File: src/hw/rtl/sorted_delta_histogram_defines.svh
// Assertion macros shared by the sorted delta histogram RTL.
`ifndef SORTED_DELTA_HISTOGRAM_DEFINES_SVH
`define SORTED_DELTA_HISTOGRAM_DEFINES_SVH
`ifndef ASSERT_OFF
`define SDH_ASSERT(label, prop, msg) \
	label: assert property (@(posedge clk) disable iff (!arst_n) (prop)) else $error(msg);
`define SDH_ASSERT_IMPLY(label, pre, post, msg) \
	label: assert property (@(posedge clk) disable iff (!arst_n) (pre) |-> (post)) \
		else $error(msg);
`else
`define SDH_ASSERT(label, prop, msg)
`define SDH_ASSERT_IMPLY(label, pre, post, msg)
`endif
`endif

File: src/hw/rtl/sdh_pkg.sv
// Types and constants of the sorted delta histogram.
package sdh_pkg;
	localparam int TABLE_DEPTH = 64;
	localparam int COORD_BITS  = 16;
	localparam int COORD_W     = 16;
	localparam int VALUE_W     = 17;
	localparam int COUNT_W     = 32;
	localparam int DELTA_W     = COORD_BITS + 1;
	localparam int TOTAL_W     = $clog2(TABLE_DEPTH + 1);
	localparam int QUEUE_DEPTH = 4;
	localparam int QPTR_W      = $clog2(QUEUE_DEPTH);
	localparam int QCNT_W      = $clog2(QUEUE_DEPTH + 1);

	typedef logic [COORD_BITS-1:0]     coord_t;
	typedef logic signed [DELTA_W-1:0] delta_t;
	typedef logic signed [VALUE_W-1:0] value_t;
	typedef logic [COUNT_W-1:0]        count_t;
	typedef logic [TOTAL_W-1:0]        total_t;
	typedef logic [QCNT_W-1:0]         qcnt_t;

	localparam total_t TOTAL_FULL = total_t'(TABLE_DEPTH);
	localparam qcnt_t  QUEUE_FULL = qcnt_t'(QUEUE_DEPTH);

	// One request from the front to the back: insert a delta or dump the table.
	typedef struct packed {
		logic   dump;
		delta_t value;
	} op_t;

	typedef struct packed {
		total_t total;
		logic   dumping;
	} back_stat_t;
endpackage

File: src/hw/rtl/sdh_queue.sv
// Short request queue between the front and back ends.
module sdh_queue (
	input  logic         clk,
	input  logic         arst_n,
	input  sdh_pkg::op_t push_op,
	input  logic         push_valid,
	output logic         push_ready,
	output sdh_pkg::op_t pop_op,
	output logic         pop_valid,
	input  logic         pop_ready
);
	sdh_pkg::op_t                slot_q [sdh_pkg::QUEUE_DEPTH];
	logic [sdh_pkg::QPTR_W-1:0] wr_ptr_q;
	logic [sdh_pkg::QPTR_W-1:0] rd_ptr_q;
	sdh_pkg::qcnt_t              count_q;
	logic                        do_push;
	logic                        do_pop;

	assign push_ready = (count_q != sdh_pkg::QUEUE_FULL);
	assign pop_valid  = (count_q != '0);
	assign pop_op     = slot_q[rd_ptr_q];
	assign do_push    = push_valid && push_ready;
	assign do_pop     = pop_valid && pop_ready;

	always_ff @(posedge clk or negedge arst_n) begin
		if (!arst_n) begin
			wr_ptr_q <= '0;
			rd_ptr_q <= '0;
			count_q  <= '0;
		end else begin
			if (do_push) begin
				wr_ptr_q <= wr_ptr_q + 1'b1;
			end
			if (do_pop) begin
				rd_ptr_q <= rd_ptr_q + 1'b1;
			end
			if (do_push && !do_pop) begin
				count_q <= count_q + 1'b1;
			end else if (do_pop && !do_push) begin
				count_q <= count_q - 1'b1;
			end
		end
	end

	always_ff @(posedge clk) begin
		if (do_push) begin
			slot_q[wr_ptr_q] <= push_op;
		end
	end
endmodule

File: config.mk
export PLATFORM = sky130hd
export DESIGN_NAME = sdh_queue
export DESIGN_NICKNAME = d
export VERILOG_FILES = /design/src/hw/rtl/sorted_delta_histogram_defines.svh /design/src/hw/rtl/sdh_pkg.sv /design/src/hw/rtl/sdh_queue.sv
export SDC_FILE = /design/constraint.sdc
export NUM_CORES = 1
export LEC_CHECK = 0
export BUFFER_PORTS_ARGS = -buffer_cell sky130_fd_sc_hd__buf_2
export CAP_MARGIN = 0
export CORE_MARGIN = 2
export CORE_UTILIZATION = 45
export CTS_CLUSTER_SIZE = 28
export DETAILED_ROUTE_END_ITERATION = 8
export MAX_ROUTING_LAYER = met4
export PLACE_DENSITY = 0.67
export SKIP_CTS_REPAIR_TIMING = 1
export SLEW_MARGIN = 20
export SYNTH_ARGS = -nofsm -noshare
export SYNTH_HDL_FRONTEND = slang
export SYNTH_SLANG_ARGS = --single-unit
File: constraint.sdc
create_clock -name clk -period 2.2 [get_ports clk]
set_clock_uncertainty 0.1 [all_clocks]
set_input_delay 0 -clock clk [delete_from_list [all_inputs] [get_ports clk]]
set_output_delay 0 -clock clk [all_outputs]
set_load 0.03 [all_outputs]
---- Word-level counts from Yosys, hierarchy flattened ----
Memory sizes are Yosys's and may differ from the RTL's.
Cells that the tools add are included.
storage, ports and cells
  bits in registers ....................... 7
  bits in writable memories ............... 72
  input bits .............................. 22
  output and inout bits ................... 20
  logic and storage cells ................. 21
  memories kept ........................... 1
operators by class
  add/subtract/negate cells ............... 4
  equal/unequal tests ..................... 1
  mux-type cells .......................... 4
  reductions and logical operators ........ 8
memories
  name    depth  bits a word  rd ports  clocked after Yosys merged registers in  write ports  RTL line         RTL
  slot_q  4      18           1         0                                        1            sdh_queue.sv:12  sdh_pkg::op_t slot_q [sdh_pkg::QUEUE_DEPTH];
operators with widths
  kind                                                                 count
  3-bit 2-to-1 mux                                                     2
  2-bit by 1-bit adder with 2-bit output (second input constant)       2
  1-bit logical AND                                                    4
  3-bit by 1-bit adder with 3-bit output (second input constant)       1
  3-bit inequality test (second input constant)                        1
  3-bit nonzero test                                                   1
  3-bit by 1-bit subtractor with 3-bit output (second input constant)  1
  1-bit zero test                                                      2
  1-bit 2-to-1 mux                                                     2
  2-bit nonzero test                                                   1

---- Depth between registers and ports, before layout ----
Gate-level depths: netlist of the first run.
  word-level depth ........................ 6
  gate-level depth with buffers ........... 8
  gate-level depth less buffers ........... 8

---- Least setup slack after synthesis of the first run ----
OpenSTA, ideal clock, no wires.
  path kind ............................... reg-to-reg
  from .................................... register count_q[1]
  to ...................................... register count_q[2]
  library setup time ...................... 0.079 ns
  arrival time ............................ 1.935 ns
  data required time ...................... 2.021 ns
  slack ................................... 0.086 ns
  cell stages (with the launch flop) ...... 9
  path buffers ............................ 0
  path through ............................ dfrtp_1 or3_4 nand2_4 ha_1 inv_1 fa_1 xor2_1 nor2_1 xor2_1
on the way
  longest elaborated chain between the ends .. 5
  elaborated cells on any way between the ends .. 13
ends and longest elaborated chain
  what                                                    RTL line         RTL
  start, declared                                         sdh_queue.sv:15  sdh_pkg::qcnt_t count_q;
  start signal, assigned                                  sdh_queue.sv:38  count_q <= count_q + 1'b1;
  start signal, assigned                                  sdh_queue.sv:40  count_q <= count_q - 1'b1;
  3-bit nonzero test *                                    sdh_queue.sv:20  assign pop_valid = (count_q != '0);
  named net pop_valid                                     sdh_queue.sv:9   output logic pop_valid,
  1-bit logical AND *                                     sdh_queue.sv:23  assign do_pop = pop_valid && pop_ready;
  1-bit zero test                                         sdh_queue.sv:37  if (do_push && !do_pop) begin
  1-bit logical AND                                       sdh_queue.sv:37
  3-bit 2-to-1 mux or 2-bit nonzero test (tied branches)  --
Mark *: on every way through the listed nets, which the timed path passes. The rest lies on a longest branch. The select of a mux whose other input is x is not followed.
A chain may end at the register's enable or synchronous reset.

---- Worst setup path in the final report of the first run ----
  from .................................... register count_q[2]
  to ...................................... register count_q[2]
on the way
  longest elaborated chain between the ends .. 5
  elaborated cells on any way between the ends .. 13
ends and longest elaborated chain
  what
  parallel branches: the longest is 5 deep, another holds 3-bit by 1-bit subtractor with 3-bit output
Parallel ways; which one is timed is not known. The select of a mux whose other input is x is not followed.

==> results of run 1 <==
[cell type report]
cell class / instances / area, um2 / area share (%)
sequential: 79 / 2340 / 60.9
inverter: 3 / 11.3 / 0.293
tap: 77 / 96.3 / 2.51
clock inverter: 5 / 58.8 / 1.53
clock buffer: 11 / 131 / 3.42
timing repair buffer: 76 / 536 / 14.0
multi-input combinational: 43 / 666 / 17.3
[routing by layer]
metal	share of wire (%)	GRT usage, %	vias to the layer above
met5	0	-	-
met4	1.8	9.24	0
met3	2.7	3.27	8
met2	56	25.4	29
met1	39	16.1	759
li1	-	-	690
[cells in the final DEF, fill, tap and decap left out, types with 2 or more instances in the layout]
cell / Yosys / layout
edfxtp_1: 72 / 72
buf_2: 1 / 41
dlygate4sd3_1: 0 / 22
mux4_2: 18 / 18
buf_4: 1 / 12
clkbuf_8: 0 / 9
dfrtp_1: 7 / 6
and2_1: 4 / 4
xnor2_1: 4 / 4
ha_1: 5 / 4
inv_1: 3 / 3
xor2_1: 2 / 2
clkbuf_1: 0 / 2
clkinvlp_4: 0 / 2
[cell families after synthesis]
group / count (synthesis)
compound gates: 1
flops: 79
mux: 20
simple gates: 10
buf+inv: 7
fa+ha+maj: 6
xor+xnor: 6
[worst paths after layout]
path	startpoint	slack (ps)	cells past startpoint	to
setup / recovery	count_q[2]	100	8	count_q[2]
hold / removal	push_op[3]	310	2	slot_q[0][3]
setup reg to reg	count_q[2]	100	8	count_q[2]
hold reg to reg	rd_ptr_q[1]	380	1	rd_ptr_q[1]
max in group asynchronous	arst_n	1200	3	count_q[1]
min in group asynchronous	arst_n	520	3	count_q[2]
[report_power, final]
| part | switching, uW | total, uW | internal, uW |
|---|---|---|---|
| clock | 485 | 1010 | 525 |
| sequential | 118 | 2120 | 2010 |
| combinational | 1170 | 2010 | 842 |
| total | 1770 | 5140 | 3370 |
[through the flow]
stage	setup WS, ps	total power, uW	area (um2)	setup TNS (ps)
after floorplan	86.0	3560	3040	0
after global placement	123	4040	3400	0
after detailed placement	-3.05	4130	3400	-3.05
after CTS	-29.0	5140	3590	-29.0
after global routing	27.0	5400	3840	0
final	101	5140	3840	0
[flip-flops by register name, indices dropped and copies added (netlist names)]
signal / flops
count_q: 3
rd_ptr_q: 2
slot_q: 72
wr_ptr_q: 2
[cells in the mapped netlist]
cell / n / area (um2)
mux4_2: 18 / 405
edfxtp_1: 72 / 2160
or3_4: 1 / 11.3
a21boi_4: 1 / 18.8
nand2_4: 1 / 11.3
nand3_2: 1 / 10.0
mux2_2: 1 / 11.3
ha_1: 5 / 62.6
dfrtp_1: 7 / 175
buf_4: 1 / 7.51
fa_1: 1 / 20.0
mux2_1: 1 / 11.3
xor2_1: 2 / 17.5
buf_6: 2 / 22.5
buf_2: 1 / 5.00
nor2_2: 1 / 6.26
inv_1: 3 / 11.3
xnor2_1: 4 / 35.0
nand2_1: 1 / 3.75
nor2_1: 1 / 3.75
and2_1: 4 / 25.0
==> impl_metrics.toml, run 1 <==
[layout]
nNetsFinal = 240
utilization_pct = 59.8
finalNonFillerCells = 294
fillers = 465
antenna_cells = 0
area.growth.synth_to_final_pct = 26.4
layout-drive-gt1-share_pct = 43.3

[cts]
cts_made_buffers = 9
clockBufferDepth = 2
cts_root_buffer = "clkbuf_8"
clock_latency_ps = 330
cts.htree.levels = 3
clk_pin_slew_ps = 70
cts_tree = "yes"
cts_sinks = 79

[synthesis]
ys_warn_count = 0
synth-seq-cells = 79
synthAdderAreaFrac_pct = 2.72
yosys-mux-area-fraction_pct = 14.1
seq_area_frac_synth_pct = 77.0
synth_compound_area_share_pct = 0.618
syn_area_mm2 = 0.00304
synth_cell_type_count = 21
syn_area_per_cell_um2 = 23.5
synthSimpleGateAreaFrac_pct = 2.35
syn_nets = 157
synth-xor-area-share_pct = 1.73
synth_top_family_by_area = "multiplexers"
synthCells = 129

[detailed_routing]
ant_nets = 0
via_per_inst = 5.05
detail_route.wl_per_cell_um = 17.1
drtPass1Iterations = 4
drc = 0
wirelength_um = 5040
drt_iter0_drc = 67
via_count = 1486

[global_route]
grt-ovfl-total = 0
antenna_found_initial = 0
grt_pass1_wl_um = 7650
grt_pass1_vias = 1590
track_usage_pct = 15.0
grt_max_degree = 19

[timing]
worst_slew_margin_rel_pct = 76.6
holdWs_ps = 311
final_max_slew_viol_count = 0
rsz0062_at_grt = "false"
finalCritPeriodShare_pct = 95.4
hold_violations = 0
tightest_slew_ps = 350
max_freq_mhz = 477
setup_violations = 0
min_period_ps = 2100

[floorplanning]
core_area_mm2 = 0.00642
io_pins = 42
start_util_pct = 47.3
die_h_um = 86.1
rows = 29
die_area_mm2 = 0.00742
die_x_um = 86.1

[critical_path]
cp-start-kind = "flip-flop"
critPathTopFamily = "simple AND/OR/NAND/NOR gates"
path_buf_inv = 1
required_ps = 2360
cp-end-kind = "flip-flop"
cpMostUsedCell = "xor2_1"
crit_slowest_cell = "or3_4"
cp.arrival_ps = 2260
cp_slowest_stage_delay_ps = 420
crit_chain = "or3_4 > nand2_4 > ha_4 > inv_1 > fa_1 > xor2_1 > nor2_1 > xor2_1"
crit_type = "reg -> reg"
critical_path_peak_fanout = 2

[placement]
dp_cells = 254
place.gp.congestion = 0.708
hpwlAfterDp_um = 3380
io_buffers = 41

[pwr]
power_leakage_uw = 0.00139
power_density_mw_per_mm2 = 1340
peakVddDrop_v = 0.000700

[run_status]
status = "complete, no violations"

[flow_run]
max-cap-violations = 0

[min_path]
hold_path_class = "in -> reg"
Note: power is estimated with default switching activity, not from simulation.
==> run 2, diff against run 1 <==
Settings changed: SETUP_SLACK_MARGIN set to 0.2.
==> run 2 against run 1 <==
Effect of this change:
- worst hold slack got worse by 290 ps
- wire length rose by 4.3%
- power up 7.9%
- largest power group unchanged
- count of clock-buffer cells in the layout shrank 1
==> impl_metrics.toml, run 2 (same netlist as run 1, synthesis figures left out) <==
[global_route]
grt_max_degree = 19
met1_usage_pct = 16.8
grt-ovfl-total = 0
met3_usage_pct = 4.33
track_usage_pct = 15.3
grt_pass1_vias = 1555
grtUsageMet2_pct = 25.4
busiest_layer = "met2"
antenna_found_initial = 0
grt_pass1_wl_um = 7850

[timing]
hold_violations = 0
setup_violations = 0
fin_tns_setup_ps = 0
max_freq_mhz = 487
tightest_slew_ps = 326
layout_setup_ws_ps = 146
worst_slew_margin_rel_pct = 78.2
finalCritPeriodShare_pct = 93.3
rsz0062_at_grt = "true"
min_period_ps = 2050
final_max_slew_viol_count = 0

[flow_run]
max-cap-violations = 0

[critical_path]
r2r_cells = 8
r2r-start = "count_q[2]"
crit_type = "reg -> reg"
cp-start-kind = "flip-flop"
cp-end-kind = "flip-flop"
cp.arrival_ps = 2220
required_ps = 2360
r2r_setup_slack_ps = 150
critical_path_peak_fanout = 3
reg2reg_to = "count_q[2]"

[cts]
cts.htree.levels = 3
cts_root_buffer = "clkbuf_8"
clock_latency_ps = 340
cts_tree = "yes"
cts_made_buffers = 9
clk_pin_slew_ps = 70
cts_sinks = 79
clockBufferDepth = 2

[floorplanning]
die_area_mm2 = 0.00742
rows = 29
die_h_um = 86.1
io_pins = 42
die_x_um = 86.1
core_area_mm2 = 0.00642
start_util_pct = 47.3

[layout]
largest_register = "slot_q"
mostFrequentLayoutCells = "edfxtp_1 (72), buf_2 (41), dlygate4sd3_1 (23)"
antenna_cells = 0
nNetsFinal = 243
reg_top3 = "slot_q x72, count_q x3"
largest_register_ffs = 72
layout-drive-gt1-share_pct = 45.5
utilization_pct = 61.3
fillers = 464
final_common_cell = "edfxtp_1"
area.growth.synth_to_final_pct = 29.7

[detailed_routing]
drt_iter0_drc = 86
drc = 0
drtPass1Iterations = 4
via_count = 1477
detail_route.wl_per_cell_um = 17.7
wirelength_um = 5260
ant_nets = 0
via_per_inst = 4.97

[min_path]
min_from = "pop_ready"
hold_depth = 4
whs_endpoint = "count_q[0]"
hold_path_class = "in -> reg"

[pwr]
power_leakage_uw = 0.00144
power.total_uw = 5550
power_density_mw_per_mm2 = 1410
peakVddDrop_v = 0.000739

[placement]
place.gp.congestion = 0.697
dp_worst_setup_slack_ps = 85.7
hpwlAfterDp_um = 3340
io_buffers = 41

[run_status]
status = "complete, no violations"
[run 2: cell count changes in the layout (fill, tap and decap cells not counted), sizes merged]
cell / change
buf: +2
dlygate4sd3: +1
clkinvlp: -1
clkinv: -1
clkbuf: -1
bufinv: +3
[run 2: worst max-delay path by stage]
| stage | cells past startpoint | start | to |
|---|---|---|---|
| floorplan | 8 | count_q[2] | count_q[2] |
| global placement | 8 | count_q[2] | count_q[2] |
| detailed placement | 8 | count_q[2] | count_q[2] |
| CTS | 8 | count_q[2] | count_q[2] |
| global route | 8 | count_q[0] | count_q[2] |
| finish | 8 | count_q[2] | count_q[2] |
[run 2: metrics by stage]
| step | hold slack (ps) | cells | area (um2) |
|---|---|---|---|
| after floorplan | -396 | 129 | 3060 |
| after global placement | -264 | 253 | 3410 |
| after detailed placement | -254 | 253 | 3410 |
| after CTS | -628 | 269 | 3670 |
| after global routing | 10.1 | 297 | 3940 |
| final | 22.8 | 297 | 3940 |
[run 2: metal layers]
metal / part of all wire (%) / vias to the layer above
li1: - / 695
met1: 42 / 742
met4: 2.6 / 0
met2: 52 / 27
met5: 0 / -
met3: 3.3 / 13
[run 2: final cells by class]
cell class / instances / area, um2 / area share [%]
inverters: 3 / 11.3 / 0.286
clock buffers: 10 / 128 / 3.24
well taps: 77 / 96.3 / 2.45
multi-input cells: 43 / 672 / 17.1
clock inverters: 6 / 133 / 3.37
flip-flops and latches: 79 / 2340 / 59.4
repair buffers: 79 / 561 / 14.2
[run 2: power by group]
group	switching, uW	internal, uW	total, uW
sequential	136	2010	2140
combinational	1170	873	2040
clock	497	867	1360
[run 2: worst max-delay path, cell delays in order (launching register included)]
cell and delay (ps):
dfrtp_2 430, or3_4 420, nand2_4 90, ha_4 130, inv_2 40, fa_2 340
xor2_1 140, nor2_1 120, xor2_1 160
==> run 3, diff against run 2 <==
Settings changed: ABC_AREA set to 1, BUFFER_PORTS_ARGS -buffer_cell sky130_fd_sc_hd__buf_2 to unset, DONT_BUFFER_PORTS set to 1, GPL_TIMING_DRIVEN set to 0, PLACE_DENSITY 0.67 to unset.
==> run 3 against run 2 <==
Effect of this change:
- power increased by 0.70%
- sequential share of layout area is 1.7 points lower
- non-clock buffer count shrank 37
- sequential power is 2% lower
- critical path type unchanged
==> impl_metrics.toml, run 3 <==
[pwr]
p_int_uw = 3290
pwr-share-clk_pct = 20.1
power_frac_seq_pct = 37.6
power_leakage_uw = 0.00164
peakVddDrop_v = 0.000742
combPwrFrac_pct = 42.2
swShare_pct = 41.1
power_density_mw_per_mm2 = 1380
power.switching_uw = 2290

[cts]
cts_sinks = 79
clockBufferDepth = 2
cts.htree.levels = 3
cts_tree = "yes"
cts_root_buffer = "clkbuf_8"
clk_pin_slew_ps = 80
cts_made_buffers = 9
clock_latency_ps = 340

[global_route]
antenna_found_initial = 0
grt_pass1_wl_um = 9290
grt_max_degree = 19
grt_pass1_vias = 1809
grt-ovfl-total = 0
track_usage_pct = 16.3

[critical_path]
r2r-start = "count_q[2]"
r2r_cells = 10
crit_type = "reg -> reg"
cp-end-kind = "flip-flop"
r2r_setup_slack_ps = 270
cp.arrival_ps = 2070
required_ps = 2340
startpoint = "count_q[2]"
reg2reg_to = "count_q[2]"
critical_path_peak_fanout = 5
cp-start-kind = "flip-flop"

[timing]
finalCritPeriodShare_pct = 87.8
final_max_slew_viol_count = 0
min_period_ps = 1930
hold_violations = 0
layout_setup_ws_ps = 268
max_freq_mhz = 518
fin_tns_setup_ps = 0
worst_slew_margin_rel_pct = 59.8
setup_violations = 0
rsz0062_at_grt = "false"
tightest_slew_ps = 601

[floorplanning]
die_x_um = 90.0
start_util_pct = 46.2
die_area_mm2 = 0.00811
io_pins = 42
core_area_mm2 = 0.00721
rows = 31
die_h_um = 90.0

[synthesis]
seq_area_frac_synth_pct = 70.2
ys_warn_count = 0
synth-seq-cells = 79
syn_area_per_cell_um2 = 12.4
synth_cell_type_count = 17
yosysTopAreaCell = "edfxtp_1"
synthCells = 268
syn_area_mm2 = 0.00333
syn_nets = 296
yosysMostFrequentCell = "edfxtp_1"
synth_flop_cell = "edfxtp_1"
synth_commonest_cells = "edfxtp_1 (72), nand2_1 (71), inv_1 (50), o211ai_1 (34)"
synth_edf_count = 72
synth_top_cell_area_share_pct = 64.9
ys_async_sr_fraction_pct = 8.86
yosys-top-cells-area = "edfxtp_1 (65%), nand2_1 (8.0%), o211ai_1 (7.7%)"

[layout]
design_area_mm2 = 0.00405
largest_register_ffs = 72
reg_top3 = "slot_q x72, count_q x3"
layout-drive-gt1-share_pct = 16.1
largest_register = "slot_q"
mostFrequentLayoutCells = "edfxtp_1 (72), nand2_1 (69), inv_1 (47)"
area.growth.synth_to_final_pct = 21.7
nNetsFinal = 339
final_common_cell = "edfxtp_1"
antenna_cells = 0

[detailed_routing]
drtPass1Iterations = 4
drc = 0
drt_iter0_drc = 160
via_per_inst = 4.75
ant_nets = 0
via_count = 1971
wirelength_um = 6130
detail_route.wl_per_cell_um = 14.8

[min_path]
hold_depth = 1
hold_path_class = "in -> reg"
whs_endpoint = "slot_q[1][5]"
min_from = "push_op[5]"

[placement]
hpwlAfterDp_um = 3610
dp_worst_setup_slack_ps = -73.0
io_buffers = 0
placedInstanceArea_mm2 = 0.00348
place.gp.congestion = 0.688

[flow_run]
max-cap-violations = 0

[run_status]
status = "complete, no violations"
-- run 3: cell types whose count changed after synthesis, sizes merged, moves of 3 or more --
| cell | before | now |
|---|---|---|
| inv | 3 | 52 |
| and2 | 4 | 0 |
| o211ai | 0 | 36 |
| nand3 | 1 | 7 |
| mux4 | 18 | 0 |
| buf | 4 | 10 |
| xnor2 | 4 | 1 |
| nand2 | 2 | 71 |
-- run 3: metal layers --
layer	share of wire [%]	track usage [%]	routed length, um	up-vias
li1	-	-	-	1000
met1	44	19.6	2700	915
met2	48	24.9	2960	44
met3	5.9	5.62	359	12
met4	1.8	7.31	112	0
met5	0	-	0	-
-- run 3: cell families after synthesis --
group / after synthesis / share of synthesized area [%]
simple gates: 83 / 9.69
fa+ha+maj: 6 / 2.48
flops: 79 / 70.2
compound gates: 37 / 8.56
xor+xnor: 1 / 0.263
buf+inv: 62 / 8.83
-- run 3: per-stage QoR --
step / power (uW) / hold WS [ps] / cells / util, %
floorplan: 3860 / -396 / 268 / -
finish: 5580 / 257 / 415 / 56.2
detailed placement: 4320 / -395 / 367 / 48.2
CTS: 5440 / -775 / 383 / 51.1
global route: 5950 / 251 / 415 / 56.2
global placement: 4290 / -395 / 367 / 48.2
-- run 3: power by group through the flow --
stage          clock network, uW  registers (uW)  logic [uW]
6_report                    1120            2100        2360
2_1_floorplan                  0            2110        1750
5_1_grt                     1230            2130        2590
3_3_place_gp                   0            2130        2150
4_1_cts                     1150            2110        2180
3_5_place_dp                   0            2140        2180
-- run 3: how the worst max path moves through the flow --
stage	to	slack (ps)	depth (start not counted)
after floorplan	count_q[1]	190	9
after global placement	slot_q[3][12]	-80	4
after detailed placement	slot_q[2][12]	-70	4
after CTS	slot_q[2][1]	-90	4
after global routing	count_q[2]	170	10
final	count_q[2]	270	10
-- run 3: area by class of cell --
cell class,count,area [um2]
well taps,99,124
clock buffers,9,124
fillers,610,3160
clock inverters,7,86.3
inverters,52,195
multi-input cells,127,767
flip-flops and latches,79,2340
repair buffers,32,320
plain buffers,10,98.8
-- run 3: critical path: stages, from the launching register on --
cell     delay [ps]
dfrtp_1         430
inv_1           130
nand3_4         170
nand2_2         110
ha_2            190
inv_2            40
fa_1            370
nand2_1         100
nand3_1          70
nand2_1          60
nand2_1          60
