<file path="src/hw/rtl/sorted_delta_histogram_defines.svh">
// Assertion macros shared by the sorted delta histogram RTL.
`ifndef SORTED_DELTA_HISTOGRAM_DEFINES_SVH
`define SORTED_DELTA_HISTOGRAM_DEFINES_SVH
`ifndef ASSERT_OFF
`define SDH_ASSERT(label, prop, msg) \
	label: assert property (@(posedge clk) disable iff (!arst_n) (prop)) else $error(msg);
`define SDH_ASSERT_IMPLY(label, pre, post, msg) \
	label: assert property (@(posedge clk) disable iff (!arst_n) (pre) |-> (post)) \
		else $error(msg);
`else
`define SDH_ASSERT(label, prop, msg)
`define SDH_ASSERT_IMPLY(label, pre, post, msg)
`endif
`endif

</file>
<file path="src/hw/rtl/sdh_pkg.sv">
// Types and constants of the sorted delta histogram.
package sdh_pkg;
	localparam int TABLE_DEPTH = 64;
	localparam int COORD_BITS  = 16;
	localparam int COORD_W     = 16;
	localparam int VALUE_W     = 17;
	localparam int COUNT_W     = 32;
	localparam int DELTA_W     = COORD_BITS + 1;
	localparam int TOTAL_W     = $clog2(TABLE_DEPTH + 1);
	localparam int QUEUE_DEPTH = 4;
	localparam int QPTR_W      = $clog2(QUEUE_DEPTH);
	localparam int QCNT_W      = $clog2(QUEUE_DEPTH + 1);

	typedef logic [COORD_BITS-1:0]     coord_t;
	typedef logic signed [DELTA_W-1:0] delta_t;
	typedef logic signed [VALUE_W-1:0] value_t;
	typedef logic [COUNT_W-1:0]        count_t;
	typedef logic [TOTAL_W-1:0]        total_t;
	typedef logic [QCNT_W-1:0]         qcnt_t;

	localparam total_t TOTAL_FULL = total_t'(TABLE_DEPTH);
	localparam qcnt_t  QUEUE_FULL = qcnt_t'(QUEUE_DEPTH);

	// One request from the front to the back: insert a delta or dump the table.
	typedef struct packed {
		logic   dump;
		delta_t value;
	} op_t;

	typedef struct packed {
		total_t total;
		logic   dumping;
	} back_stat_t;
endpackage

</file>
<file path="src/hw/rtl/sdh_ifs.sv">
// Valid/ready channel interfaces for path points and histogram entries.
interface sdh_point_if;
	logic                        valid;
	logic                        ready;
	logic [sdh_pkg::COORD_W-1:0] x_coord;
	logic [sdh_pkg::COORD_W-1:0] y_coord;
	logic                        last_point;

	modport source(output valid, x_coord, y_coord, last_point, input ready);
	modport sink(input valid, x_coord, y_coord, last_point, output ready);
endinterface


</file>
<file path="src/hw/rtl/sdh_front.sv">
// Front end: takes path points, forms the deltas and issues insert and dump requests.
module sdh_front (
	input  logic            clk,
	input  logic            arst_n,
	sdh_point_if.sink       point,
	output sdh_pkg::op_t    op,
	output logic            op_valid,
	input  logic            op_ready
);
	localparam logic [1:0] PH_IDLE = 2'd0;
	localparam logic [1:0] PH_DX   = 2'd1;
	localparam logic [1:0] PH_DY   = 2'd2;
	localparam logic [1:0] PH_DUMP = 2'd3;

	logic [1:0]      phase_q;
	logic [1:0]      phase_after;
	logic            have_prev_q;
	logic            last_q;
	sdh_pkg::coord_t prev_x_q;
	sdh_pkg::coord_t prev_y_q;
	sdh_pkg::delta_t dx_q;
	sdh_pkg::delta_t dy_q;
	sdh_pkg::coord_t x_cur;
	sdh_pkg::coord_t y_cur;
	sdh_pkg::delta_t dx_new;
	sdh_pkg::delta_t dy_new;
	logic            push;
	logic            accept;

	assign x_cur  = sdh_pkg::coord_t'(point.x_coord);
	assign y_cur  = sdh_pkg::coord_t'(point.y_coord);
	assign dx_new = {1'b0, x_cur} - {1'b0, prev_x_q};
	assign dy_new = {1'b0, y_cur} - {1'b0, prev_y_q};

	assign op_valid   = (phase_q != PH_IDLE);
	assign op.dump    = (phase_q == PH_DUMP);
	assign op.value   = (phase_q == PH_DY) ? dy_q : dx_q;
	assign push       = op_valid && op_ready;

	always_comb begin
		case (phase_q)
			PH_DX:   phase_after = PH_DY;
			PH_DY:   phase_after = last_q ? PH_DUMP : PH_IDLE;
			default: phase_after = PH_IDLE;
		endcase
	end

	// The next point is taken as the last request of the current one leaves.
	assign point.ready = (phase_q == PH_IDLE) || (push && (phase_after == PH_IDLE));
	assign accept      = point.valid && point.ready;

	always_ff @(posedge clk or negedge arst_n) begin
		if (!arst_n) begin
			phase_q     <= PH_IDLE;
			have_prev_q <= 1'b0;
			prev_x_q    <= '0;
			prev_y_q    <= '0;
		end else if (accept) begin
			prev_x_q    <= x_cur;
			prev_y_q    <= y_cur;
			have_prev_q <= !point.last_point;
			if (have_prev_q) begin
				phase_q <= PH_DX;
			end else if (point.last_point) begin
				phase_q <= PH_DUMP;
			end else begin
				phase_q <= PH_IDLE;
			end
		end else if (push) begin
			phase_q <= phase_after;
		end
	end

	always_ff @(posedge clk) begin
		if (accept) begin
			dx_q   <= dx_new;
			dy_q   <= dy_new;
			last_q <= point.last_point;
		end
	end
endmodule

</file>
<file path="src/flat_wrapper.sv">
// flat-port wrapper written by rule: the top's interface ports become plain ports
module sdh_front_flat 
  (clk, arst_n, op, op_valid, op_ready, point_valid, point_x_coord, point_y_coord, point_last_point, point_ready);
  sdh_point_if point_i ();
  input  logic clk;
  input  logic arst_n;
  output sdh_pkg::op_t op;
  output logic op_valid;
  input  logic op_ready;
  input wire logic [$bits(point_i.valid)-1:0] point_valid;
  input wire logic [$bits(point_i.x_coord)-1:0] point_x_coord;
  input wire logic [$bits(point_i.y_coord)-1:0] point_y_coord;
  input wire logic [$bits(point_i.last_point)-1:0] point_last_point;
  output wire logic [$bits(point_i.ready)-1:0] point_ready;
  assign point_i.valid = point_valid;
  assign point_i.x_coord = point_x_coord;
  assign point_i.y_coord = point_y_coord;
  assign point_i.last_point = point_last_point;
  assign point_ready = point_i.ready;
  sdh_front u_core (.clk(clk), .arst_n(arst_n), .point(point_i), .op(op), .op_valid(op_valid), .op_ready(op_ready));
endmodule
</file>
<file path="config.mk">
export PLATFORM = sky130hd
export DESIGN_NAME = sdh_front_flat
export DESIGN_NICKNAME = d
export VERILOG_FILES = /design/src/hw/rtl/sorted_delta_histogram_defines.svh /design/src/hw/rtl/sdh_pkg.sv /design/src/hw/rtl/sdh_ifs.sv /design/src/hw/rtl/sdh_front.sv /design/src/flat_wrapper.sv
export SDC_FILE = /design/constraint.sdc
export NUM_CORES = 1
export LEC_CHECK = 0
export ABC_AREA = 1
export BUFFER_PORTS_ARGS = -buffer_cell sky130_fd_sc_hd__buf_2
export CAP_MARGIN = 25
export CORE_MARGIN = 4
export CORE_UTILIZATION = 40
export CTS_CLUSTER_DIAMETER = 30
export DETAILED_ROUTE_END_ITERATION = 16
export SLEW_MARGIN = 5
export SYNTH_ARGS = -nofsm -noshare
export SYNTH_HDL_FRONTEND = slang
export SYNTH_SLANG_ARGS = --single-unit
</file>
<file path="constraint.sdc">
create_clock -name clk -period 3.7 [get_ports clk]
set_input_delay 0.37 -clock clk [delete_from_list [all_inputs] [get_ports clk]]
set_output_delay 0.37 -clock clk [all_outputs]
set_load 0.01 [all_outputs]
</file>
* Word level (Yosys, flattened, before mapping)
Index checks and enable logic that the tools add are counted.
** Word-level totals
- Flip-flop bits (word level) :: 70
- Latch bits :: 0
- RAM bits :: 0
- Memory bits (read-only) :: 0
- Input bits :: 37
- Output and inout port bits :: 20
- Logic and storage cells :: 28
- Memories :: 0
** Operators by class
- Add/sub/neg operators :: 2
- Multipliers :: 0
- Divide/modulo/power cells :: 0
- Order comparisons :: 0
- Equal/unequal tests :: 3
- Shift operators :: 0
- Mux-type cells :: 7
- Bitwise logic cells :: 0
- Reduce and logical (&&, ||, !) cells :: 9
** Operator list (count)
- 16-bit by 16-bit subtractor with 17-bit output :: 2
- 17-bit two-way mux :: 1
- 2-bit two-way mux :: 5
- 2-bit equality test, second input constant :: 2
- 2-bit zero test :: 2
- 2-bit case mux with 2 select lines :: 1
- 2-bit nonzero test :: 2
- 1-bit logical AND :: 3
- 2-bit by 1-bit equality test with 1-bit output, second input constant :: 1
- 1-bit zero test :: 1
- 1-bit logical OR :: 1

* Depth between registers and ports, before layout
Gate-level depths: netlist of the first run.
- Word-level depth :: 7
- Gate-level depth with buffers :: 14
- Mapped depth without buffers :: 12

* Worst setup path before layout of the first run
Ideal clock, no wire load.
- Path type :: flip-flop to flip-flop
- Start point :: reg u_core.phase_q[0]
- End point :: reg u_core.dx_q[0] (enable)
- Library setup time :: 340 ps
- Arrival :: 1632 ps
- Data required time :: 3360 ps
- Setup slack :: 1728 ps
- Cell stages (with the launch flop) :: 12
- Buffers on the path :: 3
- Clock period less this slack :: 1972 ps
- Cell sequence :: dfrtp_1 -> inv_1 -> ha_1 -> buf_6 -> nand2_2 -> and2_4 -> nand2_2 -> nand2_2 -> nand2_2 -> inv_2 -> buf_6 -> buf_6
** On the way
- Longest elaborated chain between the ends :: 6
- Elaborated cells between the ends (all ways) :: 10
- Those cells by class :: eq/ne: 2; mux: 1; reduce/logical: 7
** Ends and longest elaborated chain
- start: declaration :: RTL line sdh_front.sv:15 : logic [1:0] phase_q;
- start signal: assignment :: RTL line sdh_front.sv:70 : phase_q <= phase_after;
- 2-bit equality test or 2-bit by 1-bit equality test with 1-bit output (tied branches) :: RTL line sdh_front.sv:41 : case (phase_q)
- 2-bit case mux with 2 select lines :: RTL line sdh_front.sv:41
- 2-bit zero test :: RTL line sdh_front.sv:49 : assign point.ready = (phase_q == PH_IDLE) || (push && (phase_after == PH_IDLE));
- 1-bit logical AND :: RTL line sdh_front.sv:49
- 1-bit logical OR * :: RTL line sdh_front.sv:49
- via point_ready :: RTL line flat_wrapper.sv:14 : output wire logic [$bits(point_i.ready)-1:0] point_ready;
- 1-bit logical AND * :: RTL line sdh_front.sv:50 : assign accept = point.valid && point.ready;
- via u_core.accept :: RTL line sdh_front.sv:28 : logic accept;
- end signal: assignment :: RTL line sdh_front.sv:76 : dx_q <= dx_new;
- end: declaration :: RTL line sdh_front.sv:21 : sdh_pkg::delta_t dx_q;
The timed path passes the listed nets; every way through them passes the cells marked *.
A chain may end at the register's enable or synchronous reset.

* Worst setup path in the final report of the first run
- Start point :: reg u_core.phase_q[0]
- End point :: reg u_core.prev_y_q[12]
** On the way
- Longest elaborated chain between the ends :: 6
- Elaborated cells between the ends (all ways) :: 10
- Those cells by class :: eq/ne: 2; mux: 1; reduce/logical: 7
** Ends and longest elaborated chain
- 2-bit equality test or 2-bit by 1-bit equality test with 1-bit output (tied branches) :: RTL line sdh_front.sv:41
- 2-bit case mux with 2 select lines :: RTL line sdh_front.sv:41
- 2-bit zero test :: RTL line sdh_front.sv:49
- 1-bit logical AND :: RTL line sdh_front.sv:49
- 1-bit logical OR * :: RTL line sdh_front.sv:49
- 1-bit logical AND * :: RTL line sdh_front.sv:50
- end signal: assignment :: RTL line sdh_front.sv:60 : prev_y_q <= y_cur;
- end: declaration :: RTL line sdh_front.sv:20 : sdh_pkg::coord_t prev_y_q;
Mark *: on every way between the ends. The rest lies on a longest branch, timed or not.

==> flow_summary_export.csv, run 1 <==
group,metric,value,unit
min_path,hold_path_class,"in -> async",
synthesis,synthSimpleGateAreaFrac,24.3,%
setup_path,cp.required,3.91,ns
setup_path,slowest_stage,"clkinv_2",
clocking,ctsResizeCount,0,
cells_and_area,area_growth,13.4,%
route,drt.antenna.violating_nets,0,
cells_and_area,register_area,0.00193,mm^2
cells_and_area,nFillCells,1157,
setup_path,cp-start-kind,"register",
setup_path,crit_path_frequent_cell,"nand2_2",
setup_path,crit_path_end_kind,"register",
power_and_ir_drop,clockPowerShare,15.3,%
route,first_iter_violations,168,
synthesis,yosys_warnings,0,
sta,slew_headroom,41.3,%
route,num_vias,3845,
power_and_ir_drop,p_comb_share,55.2,%
place,gp_congestion,0.867,
global_route,grt_usage,15.4,%
clocking,path_clk_slew,0.06,ns
synthesis,synth_edf_count,35,
clocking,cts_tree,"done",
global_route,grt_max_degree,38,
floorplanning,core.rowCount,39,
clocking,clockBufferDepth,2,
setup_path,crit_family,"buffers and inverters",
synthesis,synth_compound_area_share,7.98,%
synthesis,synth_most_common_cell,"nand2_1",
synthesis,netlist_instances,617,
global_route,globalRoute.totalOverflow,0,
synthesis,ys.flop_type,"edfxtp_1",
cells_and_area,final_cells,825,
clocking,numCtsBuffers,9,
cells_and_area,multiInputGateArea,0.00237,mm^2
route,drtPass1Iterations,4,
setup_path,rr_endpoint,"u_core.prev_y_q[12]",
setup_path,crit_arrival,3.00,ns
global_route,antenna_found_initial,0,
sta,max_freq,359,MHz
sta,min_period_over_period,75.4,%
synthesis,yosys.cell_types.count,28,
setup_path,crit_type,"reg -> reg",
power_and_ir_drop,p_switching,2110,uW
sta,drv_slew,0,
setup_path,r2r_slack,0.91,ns
floorplanning,die_w,118,um
sta,setup_tns,0,ns
clocking,postCtsSetupRepairBufs,0,
synthesis,muxShareOfSynthArea,3.95,%
synthesis,synth_top_family_by_area,"simple AND/OR/NAND/NOR gates",
clocking,htreeDepth,3,
route,drc,0,
synthesis,synthTopCellsByCount,"nand2_1 (193), inv_1 (125), ha_1 (36)",
place,placed_cells,810,
setup_path,worstPathCellList,"inv_1, ha_1, buf_4, nand2_2, nand2_1, nand2_1, nand2_2, nand2_2, nand2_2, clkinv_2, buf_4, nand2_1, o21ai_2",
global_route,grt_pass1_vias,3787,
synthesis,synth_top_cell_area_share,21.7,%
flow_run,drv_cap,0,
global_route,grt_pass1_wl,17300,um
synthesis,ys_ff_latch,70,
synthesis,syn_avg_cell_area,7.86,um^2
sta,worst_slew_pin_slew,0.881,ns
power_and_ir_drop,leakagePower,0.00293,uW
synthesis,yosysSeqAreaShare,39.8,%
run_status,status,"finished clean",
place,place.detailed.hpwl,8090,um
sta,skew,0.00629,ns
power_and_ir_drop,seqPwrFrac,29.4,%
setup_path,path_buf_inv,4,
cells_and_area,drive_above_1_share,18.0,%
clocking,clock_latency,0.33,ns
floorplanning,core,0.0117,mm^2
route,drt_wl_total,10200,um
sta,finalCriticalPeriod,2.79,ns
setup_path,r2r_cells,13,
route,viasPerCell,4.66,
power_and_ir_drop,powerDensity,895,mW/mm^2
setup_path,cpPeakStageDelay,0.52,ns
setup_path,cp_max_fo,37,
power_and_ir_drop,vdd_ir_drop_max,0.298,mV
synthesis,syn-num-nets,692,
clocking,holdBufCountCts,0,
sta,rsz0062_at_grt,"false",
synthesis,synthAdderAreaFrac,10.1,%
cells_and_area,diodes,0,
place,numPortBuffers,56,
synthesis,synth_xor_area_share,2.53,%
floorplanning,io_pins,57,
cells_and_area,nets,753,
route,avgRoutedWirePerCell,12.4,um
power_and_ir_drop,power.internal,2810,uW
clocking,root_buffer,"clkbuf_16",
floorplanning,fp.dieArea,0.0139,mm^2
synthesis,async_flop_share,50.0,%
clocking,cts.sinks,70,
floorplanning,die_h,118,um
synthesis,synth_top_area_cell,"edfxtp_1",
setup_path,r2r_start,"u_core.phase_q[0]",
sta,final_hold_viol_count,0,
power_and_ir_drop,switching_share,42.9,%
synthesis,synthTopCellsByArea,"edfxtp_1 (22%), dfrtp_1 (18%), nand2_1 (15%), inv_1 (9.7%), ha_1 (9.3%)",
sta,setup_viol,0,
floorplanning,initial_core_util,41.6,%
synthesis,syn_area,0.00485,mm^2
-- power groups by stage --
stage / Sequential [uW] / Combinational, uW / Clock (uW)
after floorplan: 1420 / 2090 / 0
after global placement: 1450 / 2690 / 0
after detailed placement: 1470 / 2730 / 0
after CTS: 1450 / 2750 / 776
after global routing: 1480 / 3110 / 812
final: 1450 / 2720 / 754
-- through the flow --
stage / setup WS [ns] / utilization [%] / power (uW) / hold WS [ns] / instance area (um^2)
global route: 0.626 / 47.2 / 5410 / 0.241 / 5500
detailed placement: 0.892 / 45.0 / 4200 / 0.486 / 5250
finish: 0.911 / 47.2 / 4920 / 0.156 / 5500
CTS: 0.871 / 47.2 / 4980 / 0.202 / 5500
floorplan: 1.73 / - / 3500 / 0.0744 / 4850
global placement: 1.03 / 45.0 / 4140 / 0.473 / 5250
-- state kept, by name, summed over array words and instances (netlist names) --
name,cells
u_core.dx_q,17
u_core.dy_q,17
u_core.prev_x_q,16
u_core.prev_y_q,16
u_core.phase_q,2
u_core.have_prev_q,1
u_core.last_q,1
-- area by class of cell --
cell class | instances | share of cell area [%]
multi-input combinational | 412 | 43.0
sequential | 70 | 35.0
inverter | 126 | 8.62
timing repair buffer | 59 | 5.51
clock buffer | 12 | 4.30
tap | 143 | 3.25
clock inverter | 3 | 0.228
-- kinds of logic (layout without fill, tap and decap cells) --
group	count (synthesis)	after routing
DFF	70	70
and+or+nand+nor	282	282
adders and majority gates	38	38
AOI/OAI and AO/OA	61	61
xor gates and xnor gates	14	14
buffers and inverters	135	200
muxes	17	17
-- worst max path at each step --
stage,from,endpoint,cells after the start
finish,u_core.phase_q[0],u_core.prev_y_q[12],13
CTS,u_core.phase_q[0],u_core.prev_y_q[12],13
global route,u_core.phase_q[0],u_core.prev_y_q[15],13
detailed placement,u_core.phase_q[0],u_core.prev_y_q[12],13
floorplan,u_core.phase_q[0],u_core.dx_q[0],11
global placement,u_core.phase_q[0],u_core.prev_y_q[12],12
-- worst register-to-register path, stage by stage (launching register included) --
cell and delay (ns):
dfrtp_1 0.40, inv_1 0.12, ha_1 0.16, buf_4 0.25, nand2_2 0.11, nand2_1 0.07, nand2_1 0.08, nand2_2 0.07
nand2_2 0.07, nand2_2 0.18, clkinv_2 0.52, buf_4 0.48, nand2_1 0.12, o21ai_2 0.05
-- layer usage --
layer	up-vias	share of wire [%]	wire, um	track usage, %
li1	2054	-	-	-
met1	1718	50	5130	20.6
met2	62	44	4520	23.9
met3	11	3.9	400	3.32
met4	0	1.8	183	6.59
met5	-	0	0	0
-- placed cells by master, fill, tap and decap left out --
master and instances:
inv_1 125, xor2_1 10, nand2_1 193, buf_4 3, ha_1 36, buf_2 56
dfrtp_1 35, nand2_2 14, o21bai_1 3, a21oi_1 21, o21ai_2 19, clkinv_2 2
o21ai_0 8, clkinv_1 2, and2_4 1, nor2_1 28, o21ai_1 9, nand3_1 30
mux2_2 17, clkbuf_16 9, xnor2_1 4, nand3b_1 2, and2_1 4, or2_2 2
a22oi_1 1, nand4_1 6, clkbuf_1 3, nor3_1 2, edfxtp_1 35, fa_1 2
(Power assumes the default switching activity.)
==> inputs of run 2 (changes only) <==
--- a/config.mk
+++ b/config.mk
@@ -5,7 +5,7 @@
 export SDC_FILE = /design/constraint.sdc
 export NUM_CORES = 1
 export LEC_CHECK = 0
-export ABC_AREA = 1
+export ABC_AREA = 0
 export BUFFER_PORTS_ARGS = -buffer_cell sky130_fd_sc_hd__buf_2
 export CAP_MARGIN = 25
 export CORE_MARGIN = 4
==> constraint.sdc (replaced) <==
create_clock -name clk -period 2.72 [get_ports clk]
set_input_delay 0.272 -clock clk [delete_from_list [all_inputs] [get_ports clk]]
set_output_delay 0.272 -clock clk [all_outputs]
set_load 0.01 [all_outputs]
==> run 2 against run 1 <==
Clock-buffer cell count grew 1. Power grew 29%. Global-route usage shrank 0.38 points. Clock skew grew 0.0040 ns.
==> flow_summary_export.csv, run 2 <==
group,metric,value,unit
power_and_ir_drop,p_switching,2500,uW
clocking,postCtsSetupRepairBufs,0,
power_and_ir_drop,p_comb_share,54.0,%
sta,max_freq,450,MHz
synthesis,yosys_warnings,0,
clocking,clock_latency,0.34,ns
clocking,ctsResizeCount,0,
cells_and_area,reg_top3,"u_core.dx_q: 17 flops, u_core.dy_q: 17 flops",
min_path,hold_path_class,"in -> async",
power_and_ir_drop,vdd_ir_drop_max,0.596,mV
clocking,cts.sinks,70,
sta,final_hold_viol_count,0,
setup_path,path_buf_inv,0,
setup_path,crit_family,"compound AO/OA/AOI/OAI gates",
route,num_vias,3250,
synthesis,synth_top_cell_area_share,23.9,%
synthesis,synthTopCellsByCount,"nand2_1 (49), inv_1 (47), ha_1 (36)",
place,place.detailed.hpwl,6930,um
cells_and_area,final_util,46.7,%
global_route,antenna_found_initial,0,
clocking,htreeDepth,3,
power_and_ir_drop,seqPwrFrac,31.3,%
setup_path,crit_arrival,2.31,ns
sta,skew,0.0103,ns
setup_path,cp_max_fo,6,
route,drt_wl_total,9170,um
route,viasPerCell,5.08,
floorplanning,die_h,113,um
floorplanning,core,0.0108,mm^2
power_and_ir_drop,power.internal,3850,uW
global_route,grt_usage,15.0,%
clocking,clockBufferDepth,2,
synthesis,netlist_instances,438,
setup_path,cpPeakStageDelay,0.41,ns
route,first_iter_violations,164,
clocking,numCtsBuffers,9,
sta,setup_viol,0,
synthesis,synth_most_common_cell,"nand2_1",
floorplanning,io_pins,57,
setup_path,crit_type,"reg -> reg",
flow_run,drv_cap,0,
sta,drv_slew,0,
synthesis,ys.flop_type,"edfxtp_1",
cells_and_area,area_growth,14.6,%
floorplanning,fp.dieArea,0.0127,mm^2
place,gp_congestion,0.843,
power_and_ir_drop,leakagePower,0.00224,uW
global_route,grt_pass1_vias,3120,
sta,min_period_over_period,81.6,%
power_and_ir_drop,powerDensity,1260,mW/mm^2
sta,slew_headroom,41.0,%
synthesis,syn_avg_cell_area,10.0,um^2
floorplanning,die_w,113,um
sta,worst_slew_pin_slew,0.885,ns
clocking,path_clk_slew,0.08,ns
synthesis,async_flop_share,50.0,%
sta,finalCriticalPeriod,2.22,ns
global_route,globalRoute.totalOverflow,0,
setup_path,cp.required,2.81,ns
clocking,cts_tree,"done",
route,drc,0,
floorplanning,initial_core_util,40.8,%
route,avgRoutedWirePerCell,14.3,um
synthesis,ys_ff_latch,70,
clocking,holdBufCountCts,0,
synthesis,syn_area,0.00440,mm^2
synthesis,synth_edf_count,35,
synthesis,synth_top_area_cell,"edfxtp_1",
cells_and_area,diodes,0,
synthesis,synthTopCellsByArea,"edfxtp_1 (24%), dfrtp_1 (20%), ha_1 (10%), mux2_2 (5.1%), nand2_1 (4.2%)",
cells_and_area,final_cell_mix,"buf_2 (56), nand2_1 (49), inv_1 (47)",
route,drt.antenna.violating_nets,0,
global_route,grt_pass1_wl,15100,um
synthesis,syn-num-nets,513,
setup_path,worstPathCellList,"ha_1, fa_1, nor2b_1, o31a_1, o21a_1, a31o_1, a31oi_1",
sta,setup_tns,0,ns
place,numPortBuffers,56,
run_status,status,"finished clean",
power_and_ir_drop,clockPowerShare,14.7,%
cells_and_area,layout_commonest_cell,"buf_2",
setup_path,cp-start-kind,"register",
global_route,grt_max_degree,41,
sta,rsz0062_at_grt,"false",
power_and_ir_drop,switching_share,39.3,%
route,drtPass1Iterations,4,
synthesis,yosysSeqAreaShare,43.8,%
synthesis,yosys.cell_types.count,58,
clocking,root_buffer,"clkbuf_8",
floorplanning,core.rowCount,38,
setup_path,crit_path_end_kind,"register",
setup_path,slowest_stage,"fa_1",
cells_and_area,nets,570,
cells_and_area,drive_above_1_share,21.0,%
==> run 2: logic make-up after synthesis <==
family,Yosys count,share of synthesized area [%]
multiplexers,22,5.57
XOR/XNOR,17,3.38
AO/OA/AOI/OAI,124,19.1
flip-flops,70,43.8
adder cells (fa/ha/maj),38,11.1
AND/OR/NAND/NOR,107,11.5
buffers and inverters,60,5.51
==> run 2: worst reg2reg max path, stage by stage (launching register included) <==
cell and delay (ns):
dfrtp_1 0.38, ha_1 0.22, fa_1 0.42, nor2b_1 0.16, o31a_1 0.20, o21a_1 0.29, a31o_1 0.23, a31oi_1 0.09
==> run 2: power groups by stage <==
stage	combinational, uW	clock (uW)	sequential (uW)
floorplan	2620	0	1930
global placement	3380	0	2000
detailed placement	3440	0	2020
CTS	3460	962	2000
global route	3860	1010	2040
finish	3420	933	1990
==> run 2: through the flow <==
stage / hold WS [ns] / worst slack, ns / instances / instance area [um^2] / total power [uW]
floorplan: -0.0236 / 0.483 / 438 / 4400 / 4550
global placement: 0.446 / 0.541 / 624 / 4830 / 5380
detailed placement: 0.469 / 0.481 / 624 / 4830 / 5450
CTS: 0.0800 / 0.513 / 640 / 5040 / 6420
global route: 0.107 / 0.347 / 640 / 5040 / 6910
finish: 0.0459 / 0.500 / 640 / 5040 / 6350
==> run 2: layout make-up <==
class                           instances  area, um^2
Clock buffer                           13         149
Tap cell                              140         175
Inverter                               47         176
Timing Repair Buffer                   59         315
Multi-Input combinational cell        308        2230
Clock inverter                          3        67.6
Sequential cell                        70        1930
Fill cell                            1033        5750
==> run 2: worst paths after layout <==
path | start | to | slack [ns] | cells after the start
setup / recovery | u_core.prev_y_q[0] | u_core.dy_q[16] | 0.50 | 7
max in group asynchronous | arst_n | u_core.prev_y_q[9] | 2.11 | 1
hold reg to reg | u_core.prev_x_q[0] | u_core.prev_x_q[0] | 0.52 | 1
min in group clk | point_x_coord[9] | u_core.prev_x_q[9] | 0.14 | 3
setup reg to reg | u_core.prev_y_q[0] | u_core.dy_q[16] | 0.50 | 7
hold / removal | arst_n | u_core.prev_x_q[3] | 0.05 | 1
==> run 2: per-layer routing <==
| layer | vias to the layer above | GRT usage, % | part of all wire [%] | wire length, um |
|---|---|---|---|---|
| li1 | 1677 | - | - | - |
| met1 | 1509 | 20.0 | 48 | 4400 |
| met2 | 53 | 24.2 | 47 | 4300 |
| met3 | 11 | 2.62 | 3.5 | 323 |
| met4 | 0 | 6.09 | 1.6 | 146 |
| met5 | - | 0 | 0 | 0 |
